`config.mk`:
```
export PLATFORM = sky130hd
export DESIGN_NAME = matrix3x3_alu
export DESIGN_NICKNAME = d
export VERILOG_FILES = /design/src/rtl/m3a_pkg.sv /design/src/rtl/matrix3x3_alu.sv /design/src/rtl/m3a_ctrl.sv /design/src/rtl/m3a_dp.sv
export SDC_FILE = /design/constraint.sdc
export NUM_CORES = 1
export LEC_CHECK = 0
export ABC_AREA = 1
export BUFFER_PORTS_ARGS = -buffer_cell sky130_fd_sc_hd__buf_2
export CAP_MARGIN = 0
export CORE_MARGIN = 2
export CORE_UTILIZATION = 49
export CTS_CLUSTER_DIAMETER = 200
export DETAILED_ROUTE_END_ITERATION = 12
export HOLD_SLACK_MARGIN = 0.1
export PLACE_DENSITY_LB_ADDON = 0.15
export SLEW_MARGIN = 20
export SYNTH_ARGS = -nofsm -noshare
export SYNTH_HDL_FRONTEND = slang
export SYNTH_HIERARCHICAL = 1
export SYNTH_SLANG_ARGS = --single-unit
```
`constraint.sdc`:
```
create_clock -name clk_i -period 16.5 [get_ports clk_i]
set_input_delay 3.3 -clock clk_i [delete_from_list [all_inputs] [get_ports clk_i]]
set_output_delay 3.3 -clock clk_i [all_outputs]
set_load 0.01 [all_outputs]
```
`src/rtl/m3a_pkg.sv`:
```
// Shared types and constants for the 3x3 matrix ALU.
package m3a_pkg;

  // Matrix geometry and element width
  localparam int ELEM_WIDTH = 16;
  localparam int DIM        = 3;
  localparam int NELEM      = DIM * DIM;
  localparam int IDX_W      = $clog2(NELEM);
  localparam int CNT_W      = (DIM > 2) ? $clog2(DIM) : 1;

  // Fixed field widths of the stream items
  localparam int CMD_W       = 3;
  localparam int IN_IDX_W    = 4;
  localparam int VAL_W       = 16;
  localparam int SCALAR_W    = 16;
  localparam int RES_W       = 33;
  localparam int IN_TDATA_W  = 8 * ((IN_IDX_W + VAL_W + SCALAR_W + 7) / 8);
  localparam int OUT_TDATA_W = 8 * ((RES_W + IN_IDX_W + 7) / 8);

  // Multiplier operand widths (second operand is a B element or the scalar)
  localparam int OPB_W  = (ELEM_WIDTH > SCALAR_W) ? ELEM_WIDTH : SCALAR_W;
  localparam int PROD_W = ELEM_WIDTH + OPB_W;

  typedef enum logic [CMD_W-1:0] {
    CMD_LOAD_A = 3'd0,
    CMD_LOAD_B = 3'd1,
    CMD_MUL    = 3'd2,
    CMD_ADD    = 3'd3,
    CMD_SUB    = 3'd4,
    CMD_SCALE  = 3'd5
  } cmd_e;

  typedef enum logic {
    ST_IDLE,
    ST_RUN
  } ctl_state_e;

  // Controller to datapath commands
  typedef struct packed {
    logic             load_a;
    logic             load_b;
    logic [IDX_W-1:0] wr_idx;
    logic             capture;
    logic             issue;
    cmd_e             op;
    logic [IDX_W-1:0] a_idx;
    logic [IDX_W-1:0] b_idx;
    logic             first;
    logic             last_term;
    logic [IDX_W-1:0] elem_idx;
    logic             last_elem;
  } dp_cmd_t;

endpackage

```
`src/rtl/matrix3x3_alu.sv`:
```
// Load items write one A or B element and leave the block ready; the first result of a compute
//   item passes the state, term and output registers, multiply summing three terms per element.
// Add, subtract and scale: 9 results, one per cycle unless stalled; the next item is taken once
//   the sequencer is back in idle. Multiply: 27 multiply-accumulate steps on the single shared
//   multiplier, one result per three steps, next item again after idle. Stalls hold the pipeline.
// Reset: rst_ni async active low clears sequencer and valid flags; matrices load before use.
module matrix3x3_alu (
  input  logic                                clk_i,
  input  logic                                rst_ni,
  // input stream
  input  logic                                s_axis_tvalid,
  output logic                                s_axis_tready,
  input  logic [m3a_pkg::IN_TDATA_W-1:0]      s_axis_tdata,  // elem_index[3:0], elem_value[19:4], scalar[35:20], zero pad
  input  logic [m3a_pkg::CMD_W-1:0]           s_axis_tuser,  // cmd[2:0]
  // result stream
  output logic                                m_axis_tvalid,
  input  logic                                m_axis_tready,
  output logic [m3a_pkg::OUT_TDATA_W-1:0]     m_axis_tdata,  // result_value[32:0], result_index[36:33], zero pad
  output logic                                m_axis_tlast   // last
);
  import m3a_pkg::*;

  dp_cmd_t                 dp_cmd;
  logic                    advance;
  logic signed [RES_W-1:0] out_value;
  logic [IDX_W-1:0]        out_index;

  // Unpacked input fields
  logic [IN_IDX_W-1:0]        elem_index;
  logic signed [VAL_W-1:0]    elem_value;
  logic signed [SCALAR_W-1:0] scalar;

  assign elem_index = s_axis_tdata[IN_IDX_W-1:0];
  assign elem_value = s_axis_tdata[IN_IDX_W+VAL_W-1:IN_IDX_W];
  assign scalar     = s_axis_tdata[IN_IDX_W+VAL_W+SCALAR_W-1:IN_IDX_W+VAL_W];

  // Sequencer: accepts one item at a time, issues one term per cycle unless the output stalls
  m3a_ctrl u_ctrl (
    .clk_i        (clk_i),
    .rst_ni       (rst_ni),
    .in_valid_i   (s_axis_tvalid),
    .in_ready_o   (s_axis_tready),
    .cmd_i        (s_axis_tuser),
    .elem_index_i (elem_index),
    .advance_i    (advance),
    .dp_cmd_o     (dp_cmd)
  );

  // Datapath: operand registers, multiplier, accumulator, output register
  m3a_dp u_dp (
    .clk_i        (clk_i),
    .rst_ni       (rst_ni),
    .dp_cmd_i     (dp_cmd),
    .elem_value_i (elem_value),
    .scalar_i     (scalar),
    .advance_o    (advance),
    .out_valid_o  (m_axis_tvalid),
    .out_ready_i  (m_axis_tready),
    .out_value_o  (out_value),
    .out_index_o  (out_index),
    .out_last_o   (m_axis_tlast)
  );

  // Pack result fields, index above value, zero filled to whole bytes
  assign m_axis_tdata = OUT_TDATA_W'({IN_IDX_W'(out_index), out_value});

endmodule

```
`src/rtl/m3a_ctrl.sv`:
```
// Command sequencer: decodes input items and steps through element and term counters.
module m3a_ctrl (
  input  logic                           clk_i,
  input  logic                           rst_ni,
  input  logic                           in_valid_i,
  output logic                           in_ready_o,
  input  logic [m3a_pkg::CMD_W-1:0]      cmd_i,
  input  logic [m3a_pkg::IN_IDX_W-1:0]   elem_index_i,
  input  logic                           advance_i,
  output m3a_pkg::dp_cmd_t               dp_cmd_o
);
  import m3a_pkg::*;

  ctl_state_e       state_q, state_d;
  cmd_e             op_q, op_d;
  logic [CNT_W-1:0] row_q, row_d, col_q, col_d, t_q, t_d;
  logic [IDX_W-1:0] k_q, k_d;

  cmd_e cmd_in;
  logic in_accept, is_compute, is_mul, t_end, col_end, el_end, issue, idx_ok;

  assign cmd_in     = cmd_e'(cmd_i);
  assign in_accept  = in_valid_i && in_ready_o;
  assign is_compute = (cmd_in == CMD_MUL) || (cmd_in == CMD_ADD) ||
                      (cmd_in == CMD_SUB) || (cmd_in == CMD_SCALE);
  assign is_mul     = (op_q == CMD_MUL);
  assign t_end      = !is_mul || (t_q == CNT_W'(DIM - 1));
  assign col_end    = (col_q == CNT_W'(DIM - 1));
  assign el_end     = (k_q == IDX_W'(NELEM - 1));
  assign issue      = (state_q == ST_RUN) && advance_i;
  assign idx_ok     = {1'b0, elem_index_i} < (IN_IDX_W + 1)'(NELEM);

  // Next state
  always_comb begin
    state_d = state_q;
    case (state_q)
      ST_IDLE: begin
        if (in_accept && is_compute) state_d = ST_RUN;
      end
      ST_RUN: begin
        if (issue && t_end && el_end) state_d = ST_IDLE;
      end
      default: state_d = ST_IDLE;
    endcase
  end

  // Counters: term inner, then column, row
  always_comb begin
    op_d  = op_q;
    row_d = row_q;
    col_d = col_q;
    t_d   = t_q;
    k_d   = k_q;
    if (in_accept && is_compute) begin
      op_d  = cmd_in;
      row_d = '0;
      col_d = '0;
      t_d   = '0;
      k_d   = '0;
    end else if (issue) begin
      if (!t_end) begin
        t_d = t_q + CNT_W'(1);
      end else begin
        t_d = '0;
        k_d = k_q + IDX_W'(1);
        if (col_end) begin
          col_d = '0;
          row_d = row_q + CNT_W'(1);
        end else begin
          col_d = col_q + CNT_W'(1);
        end
      end
    end
  end

  // Outputs
  always_comb begin
    in_ready_o          = (state_q == ST_IDLE);
    dp_cmd_o.load_a     = in_accept && (cmd_in == CMD_LOAD_A) && idx_ok;
    dp_cmd_o.load_b     = in_accept && (cmd_in == CMD_LOAD_B) && idx_ok;
    dp_cmd_o.wr_idx     = elem_index_i[IDX_W-1:0];
    dp_cmd_o.capture    = in_accept && (cmd_in == CMD_SCALE);
    dp_cmd_o.issue      = issue;
    dp_cmd_o.op         = op_q;
    dp_cmd_o.a_idx      = is_mul ? IDX_W'(row_q * DIM + t_q) : k_q;
    dp_cmd_o.b_idx      = is_mul ? IDX_W'(t_q * DIM + col_q) : k_q;
    dp_cmd_o.first      = !is_mul || (t_q == '0);
    dp_cmd_o.last_term  = t_end;
    dp_cmd_o.elem_idx   = k_q;
    dp_cmd_o.last_elem  = el_end;
  end

  always_ff @(posedge clk_i or negedge rst_ni) begin
    if (!rst_ni) begin
      state_q <= ST_IDLE;
      op_q    <= CMD_MUL;
      row_q   <= '0;
      col_q   <= '0;
      t_q     <= '0;
      k_q     <= '0;
    end else begin
      state_q <= state_d;
      op_q    <= op_d;
      row_q   <= row_d;
      col_q   <= col_d;
      t_q     <= t_d;
      k_q     <= k_d;
    end
  end

  // Final term of the final element ends the run
  assert property (@(posedge clk_i) disable iff (!rst_ni)
    issue && t_end && el_end |=> state_q == ST_IDLE)
    else $error("sequencer did not return to idle after last element");

  // A stalled run keeps its position
  assert property (@(posedge clk_i) disable iff (!rst_ni)
    (state_q == ST_RUN) && !advance_i |=> $stable(k_q) && $stable(t_q))
    else $error("counters moved during stall");

endmodule

```
`src/rtl/m3a_dp.sv`:
```
// Datapath: A/B element registers, shared multiplier, accumulator and output register.
module m3a_dp (
  input  logic                                clk_i,
  input  logic                                rst_ni,
  input  m3a_pkg::dp_cmd_t                    dp_cmd_i,
  input  logic signed [m3a_pkg::VAL_W-1:0]    elem_value_i,
  input  logic signed [m3a_pkg::SCALAR_W-1:0] scalar_i,
  output logic                                advance_o,
  output logic                                out_valid_o,
  input  logic                                out_ready_i,
  output logic signed [m3a_pkg::RES_W-1:0]    out_value_o,
  output logic [m3a_pkg::IDX_W-1:0]           out_index_o,
  output logic                                out_last_o
);
  import m3a_pkg::*;

  logic signed [ELEM_WIDTH-1:0] mat_a_q [NELEM];
  logic signed [ELEM_WIDTH-1:0] mat_b_q [NELEM];
  logic signed [SCALAR_W-1:0]   scalar_q;

  logic signed [ELEM_WIDTH-1:0] op_a, elem_b, wr_val;
  logic signed [OPB_W-1:0]      op_b;
  logic signed [PROD_W-1:0]     prod;
  logic signed [RES_W-1:0]      term_d, acc_sum;

  // Stage 1: term register
  logic                    p_v_q, p_first_q, p_last_q, p_lastel_q;
  logic signed [RES_W-1:0] p_term_q;
  logic [IDX_W-1:0]        p_idx_q;

  // Stage 2: accumulator and output register
  logic signed [RES_W-1:0] acc_q, out_value_q;
  logic                    out_v_q, out_last_q;
  logic [IDX_W-1:0]        out_idx_q;

  assign wr_val = ELEM_WIDTH'(elem_value_i);

  always_ff @(posedge clk_i) begin
    if (dp_cmd_i.load_a) mat_a_q[dp_cmd_i.wr_idx] <= wr_val;
    if (dp_cmd_i.load_b) mat_b_q[dp_cmd_i.wr_idx] <= wr_val;
    if (dp_cmd_i.capture) scalar_q <= scalar_i;
  end

  assign op_a   = mat_a_q[dp_cmd_i.a_idx];
  assign elem_b = mat_b_q[dp_cmd_i.b_idx];
  assign op_b   = (dp_cmd_i.op == CMD_SCALE) ? OPB_W'(scalar_q) : OPB_W'(elem_b);
  assign prod   = op_a * op_b;

  always_comb begin
    case (dp_cmd_i.op)
      CMD_ADD: term_d = RES_W'(op_a) + RES_W'(elem_b);
      CMD_SUB: term_d = RES_W'(op_a) - RES_W'(elem_b);
      default: term_d = RES_W'(prod);
    endcase
  end

  assign advance_o = !out_v_q || out_ready_i;
  assign acc_sum   = (p_first_q ? '0 : acc_q) + p_term_q;

  always_ff @(posedge clk_i or negedge rst_ni) begin
    if (!rst_ni) begin
      p_v_q   <= 1'b0;
      out_v_q <= 1'b0;
    end else if (advance_o) begin
      p_v_q   <= dp_cmd_i.issue;
      out_v_q <= p_v_q && p_last_q;
    end
  end

  always_ff @(posedge clk_i) begin
    if (advance_o && dp_cmd_i.issue) begin
      p_term_q   <= term_d;
      p_first_q  <= dp_cmd_i.first;
      p_last_q   <= dp_cmd_i.last_term;
      p_idx_q    <= dp_cmd_i.elem_idx;
      p_lastel_q <= dp_cmd_i.last_elem;
    end
    if (advance_o && p_v_q) begin
      if (p_last_q) begin
        out_value_q <= acc_sum;
        out_idx_q   <= p_idx_q;
        out_last_q  <= p_lastel_q;
      end else begin
        acc_q <= acc_sum;
      end
    end
  end

  assign out_valid_o = out_v_q;
  assign out_value_o = out_value_q;
  assign out_index_o = out_idx_q;
  assign out_last_o  = out_last_q;

  // Loads only happen while no term is being issued
  assert property (@(posedge clk_i) disable iff (!rst_ni)
    !(dp_cmd_i.issue && (dp_cmd_i.load_a || dp_cmd_i.load_b)))
    else $error("matrix write during issue");

  // The marked result is always the last element position
  assert property (@(posedge clk_i) disable iff (!rst_ni)
    out_v_q && out_last_q |-> out_idx_q == IDX_W'(NELEM - 1))
    else $error("last flag on wrong element");

  // A pending term is not dropped under stall
  assert property (@(posedge clk_i) disable iff (!rst_ni)
    p_v_q && !advance_o |=> p_v_q)
    else $error("term lost during stall");

endmodule
```
## Word level (Yosys, flattened, before mapping)

Memories as Yosys holds them, arrays and structs flattened.
Index checks and enable logic that the tools add are counted.

| storage, ports and cells | value |
|---|---|
| register bits after elaboration | 143 |
| memory bits (writable) | 288 |
| output and inout port bits | 43 |
| logic and storage cells | 103 |
| memories | 2 |

Memory list:

| name | words | width | read ports | clocked after memory_dff | wr ports | line | RTL |
|---|---|---|---|---|---|---|---|
| u_dp.mat_a_q | 9 | 16 | 1 | 0 | 1 | m3a_dp.sv:17 | `logic signed [ELEM_WIDTH-1:0] mat_a_q [NELEM];` |
| u_dp.mat_b_q | 9 | 16 | 1 | 0 | 1 | m3a_dp.sv:18 | `logic signed [ELEM_WIDTH-1:0] mat_b_q [NELEM];` |

| operators by class | value |
|---|---|
| $add $sub $neg | 9 |
| $mul | 3 |
| magnitude comparators | 1 |
| eq/ne operators | 12 |
| muxes and demuxes | 26 |
| bitwise operators | 2 |
| reduce and logical (&&, ||, !) cells | 30 |

Operators with widths:

| kind | number |
|---|---|
| 33-bit case mux with 2 select lines | 1 |
| 33-bit adder | 1 |
| 33-bit two-way mux | 1 |
| 16-bit by 16-bit multiplier with 32-bit output | 1 |
| 2-bit two-way mux | 11 |
| 4-bit two-way mux | 5 |
| 16-bit by 16-bit adder with 17-bit output | 1 |
| 16-bit by 16-bit subtractor with 17-bit output | 1 |
| 16-bit two-way mux | 1 |
| 1-bit logical AND | 13 |
| 3-bit by 2-bit equality test with 1-bit output (second input constant) | 4 |
| 3-bit equality test (second input constant) | 4 |
| 4-bit by 2-bit adder with 4-bit output | 2 |
| 2-bit by 2-bit multiplier with 4-bit output (second input constant) | 2 |
| 2-bit by 1-bit adder with 2-bit output (second input constant) | 3 |
| 1-bit logical OR | 6 |
| 1-bit two-way mux | 6 |
| 2-bit AND reduction | 3 |
| 2-bit nonzero test | 3 |
| 4-bit by 1-bit adder with 4-bit output (second input constant) | 1 |
| 2-bit equality test (second input constant) | 2 |
| 4-bit equality test (second input constant) | 1 |
| 4-bit less-than comparator (second input constant) | 1 |
| 3-bit by 1-bit equality test with 1-bit output (second input constant) | 1 |
| other kinds (6) | 8 |

## Logic depth before layout (Yosys ltp)

| depth | value |
|---|---|
| depth in word-level cells | 7 |
| depth in mapped cells | 43 |

## Cells and area by module

The synthesis kept the hierarchy.

By module, submodules not included:

| module | times used | cells an instance | area an instance (um2) |
|---|---|---|---|
| m3a_dp | 1 | 3333 | 31104.8 |
| m3a_ctrl | 1 | 154 | 1172.4 |
| matrix3x3_alu | 1 | 4 | 26.3 |

## Worst setup path after synthesis

No wires, ideal clock.

| path | value |
|---|---|
| kind | reg-to-reg |
| from | register u_ctrl.t_q[0] |
| to | register u_dp.p_term_q[31] (data pin) |
| library setup time | 0.254 ns |
| arrival | 7.445 ns |
| data required time | 16.246 ns |
| slack | 8.801 ns |
| cell stages (with the launch flop) | 36 |
| period minus slack after synthesis | 7.699 ns |
| cells stage by stage | dfrtp_1 inv_1 fa_1 inv_1 ha_1 fa_1 nand2_1 nand2_1 buf_2 buf_1 nand3_1 nand3_1 nand2_1 inv_2 nand2_4 nand2_2 nor2_2 fa_1 fa_1 fa_1 fa_1 fa_1 inv_1 fa_1 inv_1 ha_1 nand2_1 nor2_1 inv_1 nor2_1 and2_1 nand2_1 nand2_1 nand2_1 nand3_1 nand2_1 |

RTL lines:

| element | line | RTL |
|---|---|---|
| start, declared | m3a_ctrl.sv:16 | `logic [CNT_W-1:0] row_q, row_d, col_q, col_d, t_q, t_d;` |
| start signal, assigned | m3a_ctrl.sv:106 | `t_q <= t_d;` |
| end signal, assigned | m3a_dp.sv:72 | `p_term_q <= term_d;` |
| end, declared | m3a_dp.sv:28 | `logic signed [RES_W-1:0] p_term_q;` |

==> flow_metrics.py <==
metrics = {
    "drt": {
        "vias_per_cell": 5.30,
        "drcViolationCount": 0,
        "vias": 23600,
        "firstDrtPassIters": 5,
        "wl_mm": 84.9,
        "drtIter0Drc": 1818,
        "routedWlPerCell_um": 19.1,
        "antenna_left": 0,
    },
    "logic_synthesis": {
        "ys_seq_area_share_pct": 39.7,
        "synthAdderAreaFrac_pct": 22.7,
        "yosysWarnings": 6,
        "syn_inst": 3491,
        "syn-cell-area_um2": 32300,
        "avgSynthCellArea_um2": 9.25,
        "synth.area.mux_share_pct": 0,
        "synth_top_area_cell": "edfxtp_1",
        "yosysTopAreaCellShare_pct": 38.5,
        "synth_cell_type_count": 54,
        "synth_compound_area_share_pct": 7.47,
        "ys_top_cells_by_area": "edfxtp_1 38%, fa_1 17%, inv_1 7.2%",
        "synth_top_family_by_area": "adder cells",
        "synthXorXnorAreaFrac_pct": 0.786,
        "synth-simple-area-share_pct": 19.1,
        "synth_seq_cells": 430,
    },
    "global_routing": {
        "grt_pass1_vias": 23300,
        "grt_max_degree": 121,
        "grt.total_usage_pct": 25.7,
        "antenna_found_initial": 2,
        "grt_pass1_wl_mm": 133,
        "gr-total-overflow": 0,
    },
    "placement": {
        "hpwl_mm": 64.0,
        "portBuffers": 82,
        "place_inst": 4360,
        "gp_congestion": 0.952,
    },
    "floorplan": {
        "row_count": 94,
        "die_width_um": 261,
        "dieArea_um2": 68000,
        "core-area_um2": 65500,
        "start_util_pct": 49.3,
        "ioPinCount": 90,
        "die_h_um": 261,
    },
    "clock_network": {
        "ctsHoldBuffers": 0,
        "cts_resized": 0,
        "cts_tree": "done",
        "clock_latency_ns": 0.59,
        "cts_num_sinks": 430,
        "cts_max_level": 2,
        "clk_root_buffer_cell": "clkbuf_16",
        "cts.path.max_buffers": 3,
        "path_clk_slew_ns": 0.06,
        "post-cts-setup-buffers": 0,
        "cts_made_buffers": 47,
    },
    "worst_hold_path": {
        "hold_class": "register to register",
    },
    "worst_setup_path": {
        "crit_slowest_cell": "fa_1",
        "required_ns": 16.81,
        "critical_path_class": "register to register",
        "critPathMaxStageDelay_ns": 0.83,
        "path_max_fanout": 17,
        "end_kind": "register",
        "start_kind": "register",
        "arrival_ns": 10.04,
    },
    "timing": {
        "fmax_mhz": 103,
        "drv_slew": 0,
        "period_minus_slack_ns": 9.73,
        "setup_viol": 0,
        "relSlewSlack_pct": 34.4,
        "setup_tns_ns": 0,
        "tightestPinTransition_ns": 0.984,
        "grt_setup_unrepaired": "false",
        "finalCritPeriodShare_pct": 59.0,
        "fin_worst_skew_ns": 0.0265,
        "finalHoldViolations": 0,
    },
    "cells_and_area": {
        "drive_gt1_share_pct": 9.16,
        "fillers": 6010,
        "nNetsFinal": 4016,
        "stdcell_count": 4446,
        "synthToLayoutAreaGrowth_pct": 7.83,
        "multi_input_comb_area_um2": 16200,
        "final-seq-area_um2": 12800,
    },
    "flow_run": {
        "drv_cap": 0,
    },
    "outcome": {
        "outcome": "finished clean",
    },
}
## area by class of cell
class                      instances  share of cell area [%]
antenna                            1                 0.00718
clock buffer                      59                    3.57
clock inverter                    26                   0.762
inverter                         662                    7.22
multi-input combinational       2288                    46.6
sequential                       430                    36.8
tap                              864                    3.10
timing repair buffer             116                    1.92
## layer usage
layer / track usage [%] / vias up / share of wire [%]
met5: 0 / - / 0.015
met4: 10.0 / 2 / 4.0
met3: 3.04 / 168 / 5.4
met2: 42.5 / 721 / 47
met1: 34.6 / 11300 / 43
li1: - / 11400 / -
## cells by family after synthesis
kind of cell             count (synthesis)
flip-flops                             430
XOR/XNOR                                29
other                                    1
AND/OR/NAND/NOR                       1412
adder cells (fa/ha/maj)                424
AO/OA/AOI/OAI                          420
buffers and inverters                  775
## synth_stat cells, drive strengths merged
library cell and count:
inv 660, nand2 561, nor2 426, edfxtp 414, nand3 332, fa 269
o21ai 190, ha 155, a21oi 128, buf 90, o211ai 67, or2 27
nand4 26, xor2 24, clkbuf 23, nor3 22, dfrtp 15, o21bai 15
nand3b 8, a21boi 6, nor4 5, xnor2 5, a21o 4, a31oi 4
o21a 4, and3 3, clkinv 2, and2 1, conb 1, dfstp 1
nand2b 1, o311ai 1, o31a 1
## path summary, 6_finish.rpt
path,start,end,slack (ns),cells past startpoint
setup / recovery,u_ctrl/t_q[0],u_dp/p_term_q[23],6.77,35
hold / removal,u_dp/p_lastel_q,u_dp/out_last_o,0.42,0
setup reg to reg,u_ctrl/t_q[0],u_dp/p_term_q[23],6.77,35
hold reg to reg,u_dp/p_lastel_q,u_dp/out_last_o,0.42,0
max in group asynchronous,rst_ni,u_ctrl/op_q[1],13.56,1
min in group asynchronous,rst_ni,u_ctrl/col_q[1],2.62,1
## state kept, by name (all words and copies together), names as in the netlist, 2 cells and up
signal	count
u_dp/scalar_q	16
u_dp/out_value_o	33
u_ctrl/t_q	2
u_ctrl/op_q	3
u_dp/p_term_q	32
u_ctrl/row_q	2
u_ctrl/col_q	2
u_dp/mat_b_q	144
u_ctrl/k_q	4
u_dp/out_index_o	4
u_dp/mat_a_q	144
u_dp/p_idx_q	4
u_dp/acc_q	33
## per-stage QoR
step	hold slack [ns]	worst slack (ns)	cell area (µm²)	util, %
after floorplan	0.400	8.80	32300	-
after global routing	0.426	6.13	34800	53.2
after CTS	0.419	6.74	34800	53.2
final	0.423	6.77	34800	53.2
after global placement	0.403	6.78	33300	50.9
after detailed placement	0.408	6.76	33300	50.9
## critical path, delay by kind of cell (launching register included)
| family | cells | cell delay (ns) |
|---|---|---|
| adder cells (fa/ha/maj) | 10 | 4.93 |
| flip-flops | 1 | 0.41 |
| AND/OR/NAND/NOR | 16 | 2.94 |
| buffers and inverters | 9 | 1.14 |
## placed cells by master (no fill, tap or decap), types with 6 or more instances in the layout
cell / n
inv_2: 28
fa_1: 269
o21bai_1: 15
clkbuf_1: 11
buf_2: 82
ha_1: 155
or2_2: 21
buf_4: 33
a21oi_1: 126
o21ai_0: 166
nand4_1: 26
nand3_1: 328
or2_1: 6
nor2_2: 17
clkbuf_16: 48
inv_4: 9
edfxtp_1: 414
o21ai_1: 14
clkinv_1: 14
xor2_1: 24
o21ai_2: 9
nand2_4: 9
nor3_1: 15
dfrtp_1: 15
nand3b_1: 8
nand2_1: 515
nand2_2: 37
nor2_1: 408
a21boi_0: 6
o211ai_1: 66
inv_1: 622
Power is left out: the tool's default activity adds up to more than one toggle a clock period on the data nets, which glitch-free logic cannot reach.
